## src/rtl/core/square_channel_with_frequency_sweep_defines.svh

```systemverilog
// assertion macros for the square channel with frequency sweep
`ifndef SQUARE_CHANNEL_WITH_FREQUENCY_SWEEP_DEFINES_SVH
`define SQUARE_CHANNEL_WITH_FREQUENCY_SWEEP_DEFINES_SVH

`ifndef ASSERT_OFF
// same-cycle implication, disabled while in reset
`define SQCH_ASSERT_IMPL(lbl, clk_s, rst_n, ante, cons) \
	lbl: assert property (@(posedge clk_s) disable iff (!rst_n) (ante) |-> (cons)) \
		else $error("sqch assertion failed");
// next-cycle implication, disabled while in reset
`define SQCH_ASSERT_NEXT(lbl, clk_s, rst_n, ante, cons) \
	lbl: assert property (@(posedge clk_s) disable iff (!rst_n) (ante) |=> (cons)) \
		else $error("sqch assertion failed");
`else
`define SQCH_ASSERT_IMPL(lbl, clk_s, rst_n, ante, cons)
`define SQCH_ASSERT_NEXT(lbl, clk_s, rst_n, ante, cons)
`endif

`endif

```

## src/rtl/core/sqch_pkg.sv

```systemverilog
// types, event codes and constants of the square channel with frequency sweep
package sqch_pkg;

	localparam logic [2:0] FUNC_SWEEP_WR = 3'd0;
	localparam logic [2:0] FUNC_DUTY_WR  = 3'd1;
	localparam logic [2:0] FUNC_TRIGGER  = 3'd2;
	localparam logic [2:0] FUNC_TICK     = 3'd3;
	localparam logic [2:0] FUNC_SAMPLE   = 3'd4;

	localparam logic [11:0] FREQ_LIMIT = 12'd2048;
	localparam logic [3:0]  PERIOD_ZERO_RELOAD = 4'd8;

	// bit n of a pattern is the output at duty step n
	localparam logic [3:0][7:0] DUTY_PATTERNS = {
		8'b0111_1110,
		8'b1110_0001,
		8'b1000_0001,
		8'b1000_0000
	};

	typedef struct packed {
		logic [2:0]  func;
		logic [7:0]  reg_value;
		logic [10:0] frequency;
		logic [3:0]  volume;
	} item_t;

	typedef struct packed {
		logic        channel_on;
		logic [10:0] frequency_out;
		logic        frequency_updated;
		logic [3:0]  sample;
	} result_t;

endpackage

```

## src/rtl/core/sqch_calc.sv

```systemverilog
// one sweep calculation: base plus or minus base shifted right
module sqch_calc
	import sqch_pkg::*;
(
	input  logic [10:0] base,
	input  logic [2:0]  shift,
	input  logic        negate,
	output logic [11:0] value
);

	logic [10:0] delta;

	assign delta = base >> shift;

	// delta never exceeds base, so the difference stays non-negative
	assign value = negate ? ({1'b0, base} - {1'b0, delta})
	                      : ({1'b0, base} + {1'b0, delta});

endmodule

```

## src/rtl/core/sqch_in_reg.sv

```systemverilog
// input register holding one event beat ahead of the channel logic
module sqch_in_reg
	import sqch_pkg::*;
(
	input  logic  clk,
	input  logic  arst_n,
	input  logic  item_valid,
	output logic  item_ready,
	input  item_t item,
	input  logic  pop,
	output logic  valid_s1,
	output item_t item_s1
);

	logic valid_q;

	assign item_ready = !valid_q || pop;
	assign valid_s1   = valid_q;

	always_ff @(posedge clk or negedge arst_n) begin
		if (!arst_n) begin
			valid_q <= 1'b0;
		end else if (item_ready) begin
			valid_q <= item_valid;
		end
	end

	always_ff @(posedge clk) begin
		if (item_valid && item_ready) begin
			item_s1 <= item;
		end
	end

endmodule

```

## src/rtl/core/sqch_channel.sv

```systemverilog
// sweep, trigger and duty state with the result register
module sqch_channel
	import sqch_pkg::*;
(
	input  logic    clk,
	input  logic    arst_n,
	input  logic    take,
	input  item_t   item_s1,
	output logic    result_valid,
	input  logic    result_ready,
	output result_t result
);

	logic [2:0]  period_q;
	logic        negate_q;
	logic [2:0]  shift_q;
	logic [3:0]  countdown_q;
	logic [10:0] shadow_q;
	logic [10:0] freq_q;
	logic        active_q;
	logic        calc_done_q;
	logic        enabled_q;
	logic [1:0]  duty_sel_q;
	logic [2:0]  duty_step_q;
	logic        result_valid_q;

	logic [2:0]  period_d;
	logic        negate_d;
	logic [2:0]  shift_d;
	logic [3:0]  countdown_d;
	logic [10:0] shadow_d;
	logic [10:0] freq_d;
	logic        active_d;
	logic        calc_done_d;
	logic        enabled_d;
	logic [1:0]  duty_sel_d;
	logic [2:0]  duty_step_d;
	logic        updated_d;
	logic [3:0]  sample_d;

	logic [10:0] calc_base;
	logic [11:0] calc_first;
	logic [11:0] calc_second;
	logic [3:0]  reload;
	logic [3:0]  count_dec;
	logic [7:0]  pattern;

	// trigger calculates from the incoming frequency, a tick from the shadow
	assign calc_base = (item_s1.func == FUNC_TRIGGER) ? item_s1.frequency : shadow_q;

	sqch_calc u_calc_first (
		.base   (calc_base),
		.shift  (shift_q),
		.negate (negate_q),
		.value  (calc_first)
	);

	// second pass runs on the freshly written shadow value
	sqch_calc u_calc_second (
		.base   (calc_first[10:0]),
		.shift  (shift_q),
		.negate (negate_q),
		.value  (calc_second)
	);

	assign reload    = (period_q == 3'd0) ? PERIOD_ZERO_RELOAD : {1'b0, period_q};
	assign count_dec = (countdown_q != 4'd0) ? (countdown_q - 4'd1) : 4'd0;
	assign pattern   = DUTY_PATTERNS[duty_sel_q];

	always_comb begin
		period_d    = period_q;
		negate_d    = negate_q;
		shift_d     = shift_q;
		countdown_d = countdown_q;
		shadow_d    = shadow_q;
		freq_d      = freq_q;
		active_d    = active_q;
		calc_done_d = calc_done_q;
		enabled_d   = enabled_q;
		duty_sel_d  = duty_sel_q;
		duty_step_d = duty_step_q;
		updated_d   = 1'b0;
		sample_d    = 4'd0;
		unique case (item_s1.func)
			FUNC_SWEEP_WR: begin
				period_d = item_s1.reg_value[6:4];
				negate_d = item_s1.reg_value[3];
				shift_d  = item_s1.reg_value[2:0];
				// leaving negate mode after a calculation kills the channel
				if (negate_q && !item_s1.reg_value[3] && calc_done_q) begin
					enabled_d = 1'b0;
				end
				calc_done_d = 1'b0;
			end
			FUNC_DUTY_WR: begin
				duty_sel_d = item_s1.reg_value[7:6];
			end
			FUNC_TRIGGER: begin
				enabled_d   = 1'b1;
				shadow_d    = item_s1.frequency;
				freq_d      = item_s1.frequency;
				countdown_d = reload;
				active_d    = (shift_q != 3'd0) || (period_q != 3'd0);
				if (shift_q != 3'd0) begin
					calc_done_d = 1'b1;
					if (calc_first >= FREQ_LIMIT) begin
						enabled_d = 1'b0;
					end
				end
			end
			FUNC_TICK: begin
				if (count_dec != 4'd0) begin
					countdown_d = count_dec;
				end else begin
					countdown_d = reload;
					if (active_q && period_q != 3'd0) begin
						calc_done_d = 1'b1;
						if (calc_first >= FREQ_LIMIT) begin
							enabled_d = 1'b0;
						end else if (shift_q != 3'd0) begin
							shadow_d  = calc_first[10:0];
							freq_d    = calc_first[10:0];
							updated_d = 1'b1;
							if (calc_second >= FREQ_LIMIT) begin
								enabled_d = 1'b0;
							end
						end
					end
				end
			end
			FUNC_SAMPLE: begin
				sample_d    = pattern[duty_step_q] ? item_s1.volume : 4'd0;
				duty_step_d = duty_step_q + 3'd1;
			end
			default: begin
			end
		endcase
	end

	always_ff @(posedge clk or negedge arst_n) begin
		if (!arst_n) begin
			period_q       <= '0;
			negate_q       <= 1'b0;
			shift_q        <= '0;
			countdown_q    <= '0;
			shadow_q       <= '0;
			freq_q         <= '0;
			active_q       <= 1'b0;
			calc_done_q    <= 1'b0;
			enabled_q      <= 1'b0;
			duty_sel_q     <= '0;
			duty_step_q    <= '0;
			result_valid_q <= 1'b0;
		end else begin
			if (take) begin
				period_q    <= period_d;
				negate_q    <= negate_d;
				shift_q     <= shift_d;
				countdown_q <= countdown_d;
				shadow_q    <= shadow_d;
				freq_q      <= freq_d;
				active_q    <= active_d;
				calc_done_q <= calc_done_d;
				enabled_q   <= enabled_d;
				duty_sel_q  <= duty_sel_d;
				duty_step_q <= duty_step_d;
			end
			if (take) begin
				result_valid_q <= 1'b1;
			end else if (result_ready) begin
				result_valid_q <= 1'b0;
			end
		end
	end

	always_ff @(posedge clk) begin
		if (take) begin
			result.channel_on        <= enabled_d;
			result.frequency_out     <= freq_d;
			result.frequency_updated <= updated_d;
			result.sample            <= sample_d;
		end
	end

	assign result_valid = result_valid_q;

endmodule

```

## src/rtl/core/square_channel_with_frequency_sweep.sv

```systemverilog
// square channel with frequency sweep: input register, channel logic, result register
//
// Each item beat on the item channel is one event: a sweep register write, a duty
// register write, a trigger, a sweep tick or a sample step. Every event returns
// exactly one result beat carrying the channel-on flag, the current frequency, a
// flag for a sweep write-back and the scaled duty sample.
// The item beat waits in the input register until the result register is free or
// draining; its result is then registered there and held until result_ready is high.
// Throughput: one item per cycle unless results stall; the whole event is handled
// by a shift and two chained 12-bit add/subtract-and-compare units between the input
// register and the result register, so back-to-back items flow without a bubble.
// A stalled result is held in the result register while the input register keeps
// taking one more item; item_ready drops once both are full and comes back in the
// cycle result_ready is seen high.
// Reset clears all sweep, duty and channel state to zero and empties both
// registers; the block is ready for items in the first cycle after reset.
`include "square_channel_with_frequency_sweep_defines.svh"

module square_channel_with_frequency_sweep
	import sqch_pkg::*;
(
	input  logic    clk,
	input  logic    arst_n,
	input  logic    item_valid,
	output logic    item_ready,
	input  item_t   item,
	output logic    result_valid,
	input  logic    result_ready,
	output result_t result
);

	logic  stage_valid;
	item_t item_s1;
	logic  advance;

	// the staged event moves on when the result register is free or drains now
	assign advance = stage_valid && (!result_valid || result_ready);

	sqch_in_reg u_in_reg (
		.clk        (clk),
		.arst_n     (arst_n),
		.item_valid (item_valid),
		.item_ready (item_ready),
		.item       (item),
		.pop        (advance),
		.valid_s1   (stage_valid),
		.item_s1    (item_s1)
	);

	sqch_channel u_channel (
		.clk          (clk),
		.arst_n       (arst_n),
		.take         (advance),
		.item_s1      (item_s1),
		.result_valid (result_valid),
		.result_ready (result_ready),
		.result       (result)
	);

	`SQCH_ASSERT_IMPL(a_empty_stage_ready, clk, arst_n, !stage_valid, item_ready)
	`SQCH_ASSERT_NEXT(a_advance_fills_result, clk, arst_n, advance, result_valid)
	`SQCH_ASSERT_IMPL(a_update_has_no_sample, clk, arst_n,
		result_valid && result.frequency_updated, result.sample == 4'd0)

endmodule

```

## config.mk

```make
export PLATFORM = sky130hd
export DESIGN_NAME = square_channel_with_frequency_sweep
export DESIGN_NICKNAME = d
export VERILOG_FILES = /design/src/rtl/core/sqch_pkg.sv /design/src/rtl/core/sqch_calc.sv /design/src/rtl/core/sqch_in_reg.sv /design/src/rtl/core/sqch_channel.sv /design/src/rtl/core/square_channel_with_frequency_sweep.sv
export VERILOG_INCLUDE_DIRS = /design/src /design/src/rtl/core
export SDC_FILE = /design/constraint.sdc
export NUM_CORES = 1
export LEC_CHECK = 0
export BUFFER_PORTS_ARGS = -buffer_cell sky130_fd_sc_hd__buf_2
export CELL_PAD_IN_SITES_DETAIL_PLACEMENT = 0
export CELL_PAD_IN_SITES_GLOBAL_PLACEMENT = 1
export CORE_MARGIN = 4
export CORE_UTILIZATION = 24
export CTS_CLUSTER_DIAMETER = 50
export DETAILED_ROUTE_END_ITERATION = 8
export GPL_ROUTABILITY_DRIVEN = 0
export PLACE_DENSITY_LB_ADDON = 0.15
export SLEW_MARGIN = 20
export SYNTH_ARGS = -nofsm -noshare
export SYNTH_HDL_FRONTEND = slang
export SYNTH_SLANG_ARGS = --single-unit
```

## constraint.sdc

```tcl
create_clock -name clk -period 11.29 [get_ports clk]
set_input_delay 2.258 -clock clk [delete_from_list [all_inputs] [get_ports clk]]
set_output_delay 2.258 -clock clk [all_outputs]
set_load 0.02 [all_outputs]
```

==> results.cfg <==
[routing]
firstDrtPassIters = 5
drt_iter0_markers = 515
routedWlPerCell_um = 19.8
drtAntennaViolNets = 0
route.detailed.vias_per_inst = 5.21
postRouteWirelength_mm = 23.2
drc_errors = 0
count_of_vias_placed_by_the_detailed_router = 6100

[global_routing]
first_pass_grt_wire_length_mm = 36.1
number_of_antenna_violations_at_the_first_check_in_global_routing = 1
grt_remaining_overflow = 0
grt_start_max_net_pins = 44
track_usage = 0.150
via_count_of_the_first_global_routing_pass = 5963

[final_layout]
final_net_count = 838
final_core_utilization = 0.280
layout-area-overhead-vs-synth_pct = 14.3
number_of_antenna_cells_inserted = 0
layout-drive-gt1-share = 0.182

[clocking]
numCtsBuffers = 9
cts_hold_buf = 0
worst_skew_pair.late_latency_ns = 0.35
number_of_instances_resized_during_post_cts_repair = 0
clkSlewWorstSetupHoldPaths_ns = 0.06
cts_max_path_buffers = 2
cts_tree = done
clkSinkCount = 86
post_cts.repair.setup_buffers = 0
cts_htree_levels = 3
cts-root-buf = sky130_fd_sc_hd__clkbuf_16

[setup_path]
critical_path_arrival_ns = 9.44
cp.required_ns = 11.38
critPathMaxStageDelay_ns = 0.76
type_of_element_capturing_the_critical_path = flip-flop
critical_path.max_fanout = 18
worst_r2r_path_cells = 38
critPathSlowestCell = sky130_fd_sc_hd__or3b_1
criticalPathCategory = flip-flop to flip-flop
critical-path-top-cell-by-count = sky130_fd_sc_hd__ha_1
cp-start-kind = flip-flop

[timing]
period_needed_ns = 9.34
clock_skew_ns = 0.0118
maxSlewViolCount = 0
final-setup-viol-count = 0
timing.final.crit_share = 0.827
hold_viol = 0
slew_headroom = 0.292
timing.setup.tns_ns = 0
max_freq_mhz = 107
hold_slack_ns = 0.474
grt_setup_unrepaired = no
worst-slew-pin-transition_ns = 1.06
setup_ws_ns = 1.95

[yosys]
synthTopCellsByCount = sky130_fd_sc_hd__nand2_1 (97), sky130_fd_sc_hd__nor2_1 (66), sky130_fd_sc_hd__a21oi_1 (49)
synth_top_area_share = 0.189
synth-edff-count = 43
post_synth_main_area_contributors = sky130_fd_sc_hd__edfxtp_1 (19%), sky130_fd_sc_hd__dfrtp_1 (16%), sky130_fd_sc_hd__nand2_1 (5.3%)
dominantRegCellSynth = sky130_fd_sc_hd__edfxtp_1
syn-cell-area_um2 = 6850
synth-seq-area-share = 0.346
synth.most_common_cell = sky130_fd_sc_hd__nand2_1
synth_cell_type_count = 104
synth-warning-count = 0
async_reset_ff_frac = 0.500
postSynthRegisterBits = 86
synthDominantAreaCellType = sky130_fd_sc_hd__edfxtp_1
postSynthAreaPerCell_um2 = 9.12
postSynthNetCount = 801
syn_inst = 751

[floorplanning]
floorplan.die.height_um = 177
die_x_um = 177
die_area_um2 = 31300
core.rowCount = 61
num_io_pins = 49
placeableCoreArea_um2 = 27900
initial_core_util = 0.245

[worst_hold_path]
min_delay_worst_type = flip-flop to flip-flop
whs_path_depth = 1

[place]
port_buffers = 48
place_ws_ns = 2.00
detailed_place_hpwl_mm = 17.8

[run]
maxCapViolCount = 0

[status]
status = finished, final reports clean
-- state kept, by name, summed over array words and instances (netlist names) --
signal and count:
u_channel.negate_q 1, u_channel.shift_q 3, u_channel.result_valid 1, u_channel.enabled_q 1, u_channel.duty_sel_q 2, u_channel.countdown_q 4, u_channel.active_q 1, u_channel.period_q 3
u_channel.calc_done_q 1, u_channel.result 17, u_channel.freq_q 11, u_channel.duty_step_q 3, u_in_reg.item_s1 26, u_in_reg.valid_s1 1, u_channel.shadow_q 11
-- final cells by class --
cell class / instances / area [µm²]
Clock buffer: 10 / 229
Clock inverter: 6 / 70.1
Fill cell: 2999 / 20100
Inverter: 27 / 101
Multi-Input combinational cell: 601 / 4230
Sequential cell: 86 / 2370
Tap cell: 378 / 473
Timing Repair Buffer: 63 / 353
-- metal layers --
| metal | part of all wire | global-route usage |
|---|---|---|
| met5 | 0.00034 | 0 |
| met1 | 0.46 | 0.209 |
| met3 | 0.051 | 0.0237 |
| met2 | 0.47 | 0.240 |
| met4 | 0.022 | 0.0429 |
-- cell usage in the layout, fill, tap and decap left out, drive strengths merged, types with 9 or more instances in the layout --
master,Yosys,final
a21oi,51,51
a31oi,13,13
and2,13,13
and3,9,9
buf,12,63
clkbuf,25,10
dfrtp,43,43
edfxtp,43,43
ha,20,20
inv,24,26
mux2,15,15
mux2i,11,11
mux4,13,13
nand2,98,98
nand2b,9,9
nand3,18,18
nor2,67,67
nor3,22,22
o21ai,52,52
xnor2,16,16
xor2,12,12
-- path summary, 6_finish.rpt --
kind	from	endpoint	slack (ns)
min	u_in_reg.item_s1[17]	u_channel.shift_q[2]	0.47
min in group asynchronous	arst_n	u_channel.result_valid	2.00
min reg2reg	u_in_reg.item_s1[17]	u_channel.shift_q[2]	0.47
max	u_in_reg.item_s1[25]	u_channel.result[16]	1.95
max in group asynchronous	arst_n	u_channel.shadow_q[5]	8.87
max reg2reg	u_in_reg.item_s1[25]	u_channel.result[16]	1.95
-- critical path, delay by kind of cell, from the launching register on --
family,cells,cell delay [ns]
AO/OA/AOI/OAI,16,3.69
XOR/XNOR,2,0.30
adder cells (fa/ha/maj),4,1.10
buffers and inverters,4,0.60
flip-flops,1,0.58
multiplexers,1,0.56
AND/OR/NAND/NOR,11,2.26
-- cell families after synthesis --
kind of cell	Yosys count	synth area share
simple gates	285	0.205
xor+xnor	30	0.0435
fa+ha+maj	22	0.0397
mux	39	0.0841
buf+inv	64	0.0362
compound gates	225	0.246
flops	86	0.346
-- through the flow --
step	cells	instance area, µm²
floorplan	751	6850
global placement	1155	7530
CTS	1171	7830
finish	1171	7830
detailed placement	1155	7530
global route	1171	7830
Power is left out: the tool's default activity adds up to more than one toggle a clock period on the data nets, which glitch-free logic cannot reach.
